[src/design/itco_pkg.sv]
`default_nettype none
package itco_pkg;

  localparam logic [7:0]  TTL_RESET      = 8'd127;
  localparam logic [7:0]  IPV4_HDR_BYTES = 8'd20;
  localparam logic [7:0]  PROTO_TCP      = 8'd6;
  localparam logic [7:0]  VER_IHL        = 8'h45;
  localparam logic [7:0]  DOFF_WORD_IDX  = 8'd6;
  localparam logic [7:0]  CSUM_WORD_IDX  = 8'd8;
  localparam logic [7:0]  WORD_IDX_MAX   = 8'd255;

  // A finished segment handed from the accumulator to the header stage.
  typedef struct packed {
    logic [15:0] seg_sum;
    logic [31:0] src;
    logic [31:0] dst;
    logic [8:0]  seg_len;
    logic [15:0] id;
  } itco_rec_t;

  // End-around carry fold of a sum of up to eight 16-bit terms.
  function automatic logic [15:0] oc_fold(input logic [18:0] s);
    logic [16:0] a;
    a = {1'b0, s[15:0]} + {14'b0, s[18:16]};
    return a[15:0] + {15'b0, a[16]};
  endfunction

endpackage
`default_nettype wire

[src/design/itco_seg_acc.sv]
`default_nettype none
module itco_seg_acc
  import itco_pkg::*;
(
  input  wire logic        clk_i,
  input  wire logic        rst_ni,
  input  wire logic        acc_i,
  input  wire logic [31:0] source_address_i,
  input  wire logic [31:0] dest_address_i,
  input  wire logic [7:0]  payload_length_i,
  input  wire logic [15:0] segment_word_i,
  input  wire logic        segment_last_i,
  input  wire logic        rec_take_i,
  output logic             rec_valid_o,
  output itco_rec_t        rec_o
);

  logic [15:0] sum_q, sum_d;
  logic [7:0]  idx_q, idx_d;
  logic [5:0]  hb_q, hb_d;
  logic [15:0] cnt_q, cnt_d;
  logic [31:0] src_q, src_d;
  logic [31:0] dst_q, dst_d;
  logic [7:0]  pay_q, pay_d;
  logic        rec_valid_q, rec_valid_d;
  itco_rec_t   rec_q, rec_d;

  logic [15:0] w;
  logic [8:0]  seg_len;
  logic [15:0] sum_new;
  logic        load_rec;

  assign load_rec = acc_i && segment_last_i;

  always_comb begin
    src_d = src_q;
    dst_d = dst_q;
    pay_d = pay_q;
    if (idx_q == 8'd0) begin
      src_d = source_address_i;
      dst_d = dest_address_i;
      pay_d = payload_length_i;
    end
    hb_d = hb_q;
    if (idx_q == DOFF_WORD_IDX) begin
      hb_d = {segment_word_i[15:12], 2'b00};
    end
    w = (idx_q == CSUM_WORD_IDX) ? 16'h0000 : segment_word_i;
    seg_len = {3'b0, hb_d} + {1'b0, pay_d};
    // An odd segment length leaves a pad byte in the low half of the last word.
    if (segment_last_i && seg_len[0]) begin
      w[7:0] = 8'h00;
    end
    sum_new = oc_fold({3'b0, sum_q} + {3'b0, w});
    sum_d = sum_new;
    idx_d = (idx_q == WORD_IDX_MAX) ? idx_q : idx_q + 8'd1;
    cnt_d = cnt_q;
    rec_d = rec_q;
    if (segment_last_i) begin
      rec_d.seg_sum = sum_new;
      rec_d.src     = src_d;
      rec_d.dst     = dst_d;
      rec_d.seg_len = seg_len;
      rec_d.id      = cnt_q;
      cnt_d = cnt_q + 16'd1;
      sum_d = 16'h0000;
      idx_d = 8'd0;
      hb_d  = 6'd0;
    end
    rec_valid_d = rec_valid_q;
    if (rec_take_i) begin
      rec_valid_d = 1'b0;
    end
    if (load_rec) begin
      rec_valid_d = 1'b1;
    end
  end

  always_ff @(posedge clk_i or negedge rst_ni) begin
    if (!rst_ni) begin
      sum_q       <= '0;
      idx_q       <= '0;
      hb_q        <= '0;
      cnt_q       <= '0;
      src_q       <= '0;
      dst_q       <= '0;
      pay_q       <= '0;
      rec_valid_q <= 1'b0;
    end else begin
      rec_valid_q <= rec_valid_d;
      if (acc_i) begin
        sum_q <= sum_d;
        idx_q <= idx_d;
        hb_q  <= hb_d;
        cnt_q <= cnt_d;
        src_q <= src_d;
        dst_q <= dst_d;
        pay_q <= pay_d;
      end
    end
  end

  always_ff @(posedge clk_i) begin
    if (load_rec) begin
      rec_q <= rec_d;
    end
  end

  assign rec_valid_o = rec_valid_q;
  assign rec_o       = rec_q;

endmodule
`default_nettype wire

[src/design/itco_hdr_calc.sv]
`default_nettype none
module itco_hdr_calc
  import itco_pkg::*;
(
  input  wire logic        clk_i,
  input  wire logic        rst_ni,
  input  wire logic [7:0]  ttl_i,
  input  wire logic        rec_valid_i,
  input  wire itco_rec_t   rec_i,
  output logic             rec_take_o,
  output logic             out_ready_o,
  output logic             out_valid_o,
  input  wire logic        out_stall_i,
  output logic [15:0]      ip_total_len_o,
  output logic [15:0]      ip_ident_o,
  output logic [15:0]      ip_header_checksum_o,
  output logic [15:0]      tcp_checksum_o
);

  logic        valid_q;
  logic [15:0] total_q, id_q, ipsum_q, tsum_q;
  logic [15:0] total_d, ipsum_d, tsum_d;
  logic [18:0] ip_wide, tcp_wide;

  assign out_ready_o = !valid_q || !out_stall_i;
  assign rec_take_o  = rec_valid_i && out_ready_o;

  always_comb begin
    total_d = {7'b0, rec_i.seg_len} + {8'b0, IPV4_HDR_BYTES};
    ip_wide = {3'b0, VER_IHL, 8'h00} + {3'b0, total_d} + {3'b0, rec_i.id}
            + {3'b0, ttl_i, PROTO_TCP}
            + {3'b0, rec_i.src[31:16]} + {3'b0, rec_i.src[15:0]}
            + {3'b0, rec_i.dst[31:16]} + {3'b0, rec_i.dst[15:0]};
    tcp_wide = {3'b0, rec_i.seg_sum}
             + {3'b0, rec_i.src[31:16]} + {3'b0, rec_i.src[15:0]}
             + {3'b0, rec_i.dst[31:16]} + {3'b0, rec_i.dst[15:0]}
             + {11'b0, PROTO_TCP} + {10'b0, rec_i.seg_len};
    ipsum_d = ~oc_fold(ip_wide);
    tsum_d  = ~oc_fold(tcp_wide);
  end

  always_ff @(posedge clk_i or negedge rst_ni) begin
    if (!rst_ni) begin
      valid_q <= 1'b0;
    end else if (out_ready_o) begin
      valid_q <= rec_valid_i;
    end
  end

  always_ff @(posedge clk_i) begin
    if (rec_take_o) begin
      total_q <= total_d;
      id_q    <= rec_i.id;
      ipsum_q <= ipsum_d;
      tsum_q  <= tsum_d;
    end
  end

  assign out_valid_o          = valid_q;
  assign ip_total_len_o       = total_q;
  assign ip_ident_o           = id_q;
  assign ip_header_checksum_o = ipsum_q;
  assign tcp_checksum_o       = tsum_q;

endmodule
`default_nettype wire

[src/design/ipv4_tcp_checksum_offload.sv]
`default_nettype none
// TCP/IPv4 transmit checksum offload. The segment (TCP header then payload) streams in
// one big-endian 16-bit word per transfer, at one word per clock unless the input stalls;
// addresses and payload length are sampled with the first word. The running one's
// complement sum is updated in the cycle a word is accepted. One transfer on the output
// follows each word marked last, carrying the IPv4 total length, packet id, IPv4 header
// checksum and TCP checksum. A finished segment waits in a record register and then in
// the output register, so input stalls only when both are full and the output is stalled.
// The TTL register may be written only while no packet is in flight.
module ipv4_tcp_checksum_offload
  import itco_pkg::*;
(
  input  wire logic        clk_i,
  input  wire logic        rst_ni,
  input  wire logic        cfg_valid_i,
  output logic             cfg_ready_o,
  input  wire logic [7:0]  cfg_wdata_i,
  input  wire logic        in_valid_i,
  output logic             in_stall_o,
  input  wire logic [31:0] source_address_i,
  input  wire logic [31:0] dest_address_i,
  input  wire logic [7:0]  payload_length_i,
  input  wire logic [15:0] segment_word_i,
  input  wire logic        segment_last_i,
  output logic             out_valid_o,
  input  wire logic        out_stall_i,
  output logic [15:0]      ip_total_len_o,
  output logic [15:0]      ip_ident_o,
  output logic [15:0]      ip_header_checksum_o,
  output logic [15:0]      tcp_checksum_o
);

  logic [7:0] ttl_q;
  logic       acc;
  logic       rec_valid;
  logic       rec_take;
  logic       out_ready;
  itco_rec_t  rec;

  assign cfg_ready_o = 1'b1;

  always_ff @(posedge clk_i or negedge rst_ni) begin
    if (!rst_ni) begin
      ttl_q <= TTL_RESET;
    end else if (cfg_valid_i && cfg_ready_o) begin
      ttl_q <= cfg_wdata_i;
    end
  end

  // The record register frees up in the same cycle the header stage takes it.
  assign in_stall_o = rec_valid && !out_ready;
  assign acc        = in_valid_i && !in_stall_o;

  itco_seg_acc u_acc (
    .clk_i            (clk_i),
    .rst_ni           (rst_ni),
    .acc_i            (acc),
    .source_address_i (source_address_i),
    .dest_address_i   (dest_address_i),
    .payload_length_i (payload_length_i),
    .segment_word_i   (segment_word_i),
    .segment_last_i   (segment_last_i),
    .rec_take_i       (rec_take),
    .rec_valid_o      (rec_valid),
    .rec_o            (rec)
  );

  itco_hdr_calc u_hdr (
    .clk_i                (clk_i),
    .rst_ni               (rst_ni),
    .ttl_i                (ttl_q),
    .rec_valid_i          (rec_valid),
    .rec_i                (rec),
    .rec_take_o           (rec_take),
    .out_ready_o          (out_ready),
    .out_valid_o          (out_valid_o),
    .out_stall_i          (out_stall_i),
    .ip_total_len_o       (ip_total_len_o),
    .ip_ident_o           (ip_ident_o),
    .ip_header_checksum_o (ip_header_checksum_o),
    .tcp_checksum_o       (tcp_checksum_o)
  );

endmodule
`default_nettype wire

[config.mk]
export PLATFORM = sky130hd
export DESIGN_NAME = ipv4_tcp_checksum_offload
export DESIGN_NICKNAME = d
export VERILOG_FILES = /design/src/design/itco_pkg.sv /design/src/design/itco_seg_acc.sv /design/src/design/itco_hdr_calc.sv /design/src/design/ipv4_tcp_checksum_offload.sv
export SDC_FILE = /design/constraint.sdc
export NUM_CORES = 1
export LEC_CHECK = 0
export BUFFER_PORTS_ARGS = -buffer_cell sky130_fd_sc_hd__buf_4
export CAP_MARGIN = 20
export CORE_AREA = 2 2 219 221
export DETAILED_ROUTE_END_ITERATION = 8
export DIE_AREA = 0 0 221 223
export GPL_TIMING_DRIVEN = 0
export PLACE_DENSITY = 0.61
export SYNTH_ARGS = -nofsm -noshare
export SYNTH_HDL_FRONTEND = slang
export SYNTH_SLANG_ARGS = --single-unit
[constraint.sdc]
create_clock -name clk_i -period 14.55 [get_ports clk_i]
set_input_delay 1.455 -clock clk_i [delete_from_list [all_inputs] [get_ports clk_i]]
set_output_delay 1.455 -clock clk_i [all_outputs]
set_load 0.1 [all_outputs]
# Word-level counts from Yosys, hierarchy flattened

Index checks and enable logic that the tools add are counted.

Flip-flop bits (word level): 297
Latch bits: 0
Bits in writable memories: 0
ROM bits: 0
Output and inout bits: 67
Memories kept: 0

$add $sub $neg: 24
Multipliers: 0
Divide/modulo/power cells: 0
Magnitude comparators: 0
Equal/unequal tests: 4
Shift operators: 0
Muxes and demuxes: 12
Bitwise operators: 2
Reduce and logical (&&, ||, !) cells: 15

Operator list:

| operator               | number |
|---|---|
| $add 19x16->19         | 9 |
| $mux 32                | 2 |
| $add 16x3->17          | 3 |
| $add 16x1->16          | 3 |
| $add 16x16->17         | 2 |
| $mux 16                | 2 |
| $mux 8                 | 4 |
| $not 16->16            | 2 |
| $add 19x3->19 const B  | 1 |
| $add 19x9->19          | 1 |
| $add 15x16->17 const A | 1 |
| $add 16x1->16 const B  | 1 |
| $mux 6                 | 2 |
| $add 9x5->10 const B   | 1 |
| $add 6x8->9            | 1 |
| $add 8x1->8 const B    | 1 |
| $eq 8x3->1 const B     | 1 |
| $eq 8x4->1 const B     | 1 |
| $eq 8x8->1 const B     | 1 |
| $logic_not 8->1        | 1 |
| $reduce_and 2->1       | 3 |
| $logic_and 1x1->1      | 5 |
| $logic_not 1->1        | 4 |
| $mux 1                 | 2 |
| other kinds (3)        | 3 |

# Logic depth before layout (Yosys ltp)

Depth in word-level cells: 11
Depth in mapped cells: 43
Gate-level depth less buffers: 43

# By module

Synthesis repeated with hierarchy kept, for this count alone.

Cells, all modules: 1,677
Area, all modules: 18,978.2 µm²

Modules (own cells, without submodules):

| module                    | times used | cells an instance | area each (µm²) |
|---|---|---|---|
| itco_seg_acc              | 1          | 913               | 10,573.9 |
| itco_hdr_calc             | 1          | 743               | 8,040.2 |
| ipv4_tcp_checksum_offload | 1          | 21                | 364.1 |

# Worst setup path before layout

No wires, ideal clock.

Kind: flip-flop to flip-flop
From: reg u_acc.rec_q (netlist bit u_acc.rec_o[73])
To: reg u_hdr.tsum_q[12] (netlist: u_hdr.tcp_checksum_o[12]) (data pin)
Library setup time: 0.265 ns
Arrival: 8.781 ns
Required time: 14.285 ns
Setup slack: 5.503 ns
Cell stages (with the launch flop): 44
Path buffers: 1
Clock period less this slack: 9.047 ns
Cell sequence: edfxtp_1 -> ha_1 -> fa_1 -> a21o_1 -> a21oi_1 -> o21bai_1 -> a21oi_1 -> nor2b_1 -> o21a_1 -> nor2_1 -> xnor2_1 -> fa_1 -> inv_1 -> fa_1 -> fa_1 -> inv_1 -> ha_1 -> clkbuf_1 -> (+8 left out) -> ha_1 -> inv_1 -> fa_1 -> nor2b_1 -> o21ai_0 -> nand2b_1 -> nor2_1 -> and2_1 -> nand4_1 -> nor4_1 -> ha_1 -> nor2b_1 -> and2_1 -> nand2_1 -> nor4b_1 -> maj3_1 -> nand2_1 -> xor2_1

Longest elaborated chain between the ends: 9

Ends and longest elaborated chain:

| what                        | line                | RTL |
|---|---|---|
| from (decl)                 | itco_seg_acc.sv:26  | `itco_rec_t rec_q, rec_d;` |
| from (signal assigned)      | itco_seg_acc.sv:105 | `rec_q <= rec_d;` |
| $add 16x16->17              | itco_hdr_calc.sv:35 | `+ {3'b0, rec_i.src[31:16]} + {3'b0, rec_i.src[15:0]}` |
| $add 19x16->19              | itco_hdr_calc.sv:35 |  |
| $add 19x16->19 (2 in a row) | itco_hdr_calc.sv:36 | `+ {3'b0, rec_i.dst[31:16]} + {3'b0, rec_i.dst[15:0]}` |
| $add 19x3->19               | itco_hdr_calc.sv:37 | `+ {11'b0, PROTO_TCP} + {10'b0, rec_i.seg_len};` |
| $add 19x9->19               | itco_hdr_calc.sv:37 |  |
| $add 16x3->17               | itco_pkg.sv:24      | `a = {1'b0, s[15:0]} + {14'b0, s[18:16]};` |
| $add 16x1->16               | itco_pkg.sv:25      | `return a[15:0] + {15'b0, a[16]};` |
| $not 16->16                 | itco_hdr_calc.sv:39 | `tsum_d = ~oc_fold(tcp_wide);` |
| via u_hdr.tsum_d[12]        | itco_hdr_calc.sv:22 | `logic [15:0] total_d, ipsum_d, tsum_d;` |
| to (signal assigned)        | itco_hdr_calc.sv:55 | `tsum_q <= tsum_d;` |
| to (decl)                   | itco_hdr_calc.sv:21 | `logic [15:0] total_q, id_q, ipsum_q, tsum_q;` |

The timed path passes the listed nets, and every way through them passes these cells.
A chain may end at the register's enable or synchronous reset.

# Worst setup path after layout

Same ends and word-level chain as after synthesis.

==> reports/results.txt <==
outcome: completed
Post-Syn Instances: 1779
Vias: 13400
slowest CP cell: nor4b_1
CTS H-tree depth: 2
period utilization: 72.0%
Port Buffers: 160
crit-path max FO: 9
setup violators final: 0
fill count: 4253
most common cell after layout, fill and taps aside: nand2_1
Chip Width: 221 um
detailed placement HPWL: 40200 um
IO Count: 169
grt ovf: 0
maxcap violations: 0
Synth area leader: edfxtp_1
fmax: 0.0955 GHz
worst setup path class: reg2reg
deepest clock path buffer count: 3
Post-Syn Area: 0.0195 mm^2
clock slew at reported path FFs: 0.06 ns
Total Routing Usage GR: 20.3%
register area share after synthesis: 41.6%
Multi-input gate area: 0.0104 mm^2
worst r2r src: u_acc.rec_o[73]$_DFFE_PP_
core footprint: 0.0471 mm^2
1st-pass router iterations: 4
CTS root buf: clkbuf_16
worst r2r dst: u_hdr.tcp_checksum_o[12]$_DFFE_PP_
WL/cell: 18.8 um
Critical Path Source: u_acc.rec_o[73]$_DFFE_PP_
first-pass GRT wire length: 76800 um
ys flop type: edfxtp_1
Skew-Pair Late Insertion Delay: 0.54 ns
fin crit period: 10.47 ns
register area: 0.00811 mm^2
post-cts resize count: 0
CP dominant cell by count: fa_1
share of cells above drive strength 1: 17.8%
asr flop ratio synth: 44.0%
Slew Limit Fails: 0
area added between synthesis and finish: 16.5%
Initial DRC Count: 846
Routed Antenna Nets: 0
vias per cell: 5.11
reg-to-reg setup timing slack: 4.08 ns
Die Y: 223 um
post-CTS setup buffer count: 0
Critical Path Sink: u_hdr.tcp_checksum_o[12]$_DFFE_PP_
critical path's largest stage delay: 0.78 ns
initial antenna violation count: 0
CTS sink count: 291
Synthesis Warnings: 0
Layout Skew: 0.0232 ns
Die ar.: 0.0493 mm^2
WL final: 49300 um
Netlist cell types: 88
RSZ-0062 raised after global routing: no
average size of a mapped cell: 11.0 um^2
Slew HR: 36.6%
pin count of the biggest net entering global routing: 68
Post-CTS Hold Fix Bufs: 0
CP required: 14.81 ns
worst reg2reg path depth: 43
final count of hold timing violations: 0
HP Class: reg2reg
Tightest Pin Transition: 0.951 ns
Layout Nets: 2322
commonest non-fill, non-tap cells in the layout: nand2_1 (276), inv_1 (186), buf_4 (170), edfxtp_1 (163), ha_1 (123)
Synth top area share: 25.1%
EDFF count, synth: 163
leading post-synthesis cells by cell area: edfxtp_1 (25%), dfrtp_1 (16%), fa_1 (11%), ha_1 (7.9%), nand2_1 (5.3%)
crit start category: register
initial core utilization: 41.4%
WP data arrival: 10.74 ns
CTS tree: done
Min Hold Slack: 0.447 ns
# DRC: 0
RePlAce Congestion: 0.923
ANT cells: 0
setup TNS: 0 ns
total CTS buffers: 34
vias in the first global route: 13500
Critical Path Sink Type: register
Rows: 80
synthesized flop and latch total: 291
==> area by class of cell <==
class	count	share of cell area, %
tap	615	3.39
inverter	186	3.07
clock inverter	20	0.887
timing repair buffer	165	5.76
clock buffer	40	3.94
multi-input combinational	1253	46.0
buffer	54	1.30
sequential	291	35.7
==> through the flow <==
step / std cells / utilization (%) / cell area [um^2] / worst slack [ns]
5_1_grt: 2624 / 48.2 / 22700 / 3.21
3_3_place_gp: 2559 / 45.6 / 21500 / 3.63
2_1_floorplan: 1784 / - / 19500 / 5.50
4_1_cts: 2624 / 48.2 / 22700 / 4.06
6_report: 2624 / 48.2 / 22700 / 4.08
3_5_place_dp: 2564 / 45.8 / 21600 / 4.13
==> worst min-delay path by stage <==
stage / startpoint / endpoint / slack (ns) / cells past startpoint
after floorplan: u_acc.rec_o[11]$_DFFE_PP_ / u_hdr.ip_ident_o[11]$_DFFE_PP_ / 0.43 / 0
after global routing: u_acc.rec_o[2]$_DFFE_PP_ / u_hdr.ip_ident_o[2]$_DFFE_PP_ / 0.46 / 0
after CTS: u_acc.rec_o[2]$_DFFE_PP_ / u_hdr.ip_ident_o[2]$_DFFE_PP_ / 0.45 / 0
after detailed placement: u_acc.rec_o[2]$_DFFE_PP_ / u_hdr.ip_ident_o[2]$_DFFE_PP_ / 0.43 / 0
final: u_acc.rec_o[2]$_DFFE_PP_ / u_hdr.ip_ident_o[2]$_DFFE_PP_ / 0.45 / 0
after global placement: u_acc.rec_o[2]$_DFFE_PP_ / u_hdr.ip_ident_o[2]$_DFFE_PP_ / 0.44 / 0
==> critical path: cells and delay by family, from the launching register on <==
kind	cells	cell delay (ns)
adders and majority gates	10	3.64
xor gates and xnor gates	2	0.28
DFF	1	0.49
buffers and inverters	4	0.36
AOI/OAI and AO/OA	12	2.29
and+or+nand+nor	15	3.11
==> cell usage after synthesis, types with 4 or more instances <==
| master | number |
|---|---|
| inv_1 | 186 |
| o31ai_1 | 4 |
| a211oi_1 | 9 |
| edfxtp_1 | 163 |
| a22o_1 | 17 |
| nor2b_1 | 15 |
| or3_1 | 7 |
| and2_1 | 31 |
| o211ai_1 | 11 |
| nand3_1 | 25 |
| o21a_1 | 17 |
| buf_4 | 10 |
| clkbuf_1 | 34 |
| nand2_1 | 276 |
| buf_6 | 5 |
| nand4_1 | 16 |
| o21ai_1 | 5 |
| nor3_1 | 25 |
| nand3b_1 | 4 |
| nor4_1 | 5 |
| o21bai_1 | 13 |
| a21o_1 | 21 |
| a21oi_1 | 62 |
| a31oi_1 | 10 |
| dfstp_2 | 7 |
| fa_1 | 112 |
| a211o_1 | 4 |
| nor2_1 | 58 |
| o21ai_0 | 33 |
| mux2_2 | 82 |
| or4_1 | 7 |
| xnor2_1 | 99 |
| xor2_1 | 50 |
| ha_1 | 123 |
| and3_1 | 17 |
| dfrtp_1 | 121 |
| nand2b_1 | 9 |
==> sequential cells by signal, indices dropped and copies added, names as in the netlist, 10 cells and up <==
register / count
u_hdr.ip_ident_o: 16
u_acc.dst_q: 32
u_acc.cnt_q: 16
u_hdr.ip_total_len_o: 10
u_acc.sum_q: 16
u_acc.rec_o: 105
u_hdr.tcp_checksum_o: 16
u_hdr.ip_header_checksum_o: 16
u_acc.src_q: 32
==> cells by family after synthesis <==
family | share of synthesized area [%]
AND/OR/NAND/NOR | 12.8
flip-flops | 41.6
AO/OA/AOI/OAI | 9.08
buffers and inverters | 5.08
adder cells (fa/ha/maj) | 19.5
XOR/XNOR | 7.03
multiplexers | 4.89
other | 0.0385
==> layer usage <==
layer | GRT usage, % | vias up | share of wire (%)
li1 | - | 6495 | -
met4 | 7.58 | 0 | 3.7
met5 | 0 | - | 0
met2 | 34.8 | 318 | 49
met3 | 2.99 | 81 | 4.1
met1 | 26.1 | 6518 | 43
Power is left out: the tool's default activity adds up to more than one toggle a clock period on the data nets, which glitch-free logic cannot reach.
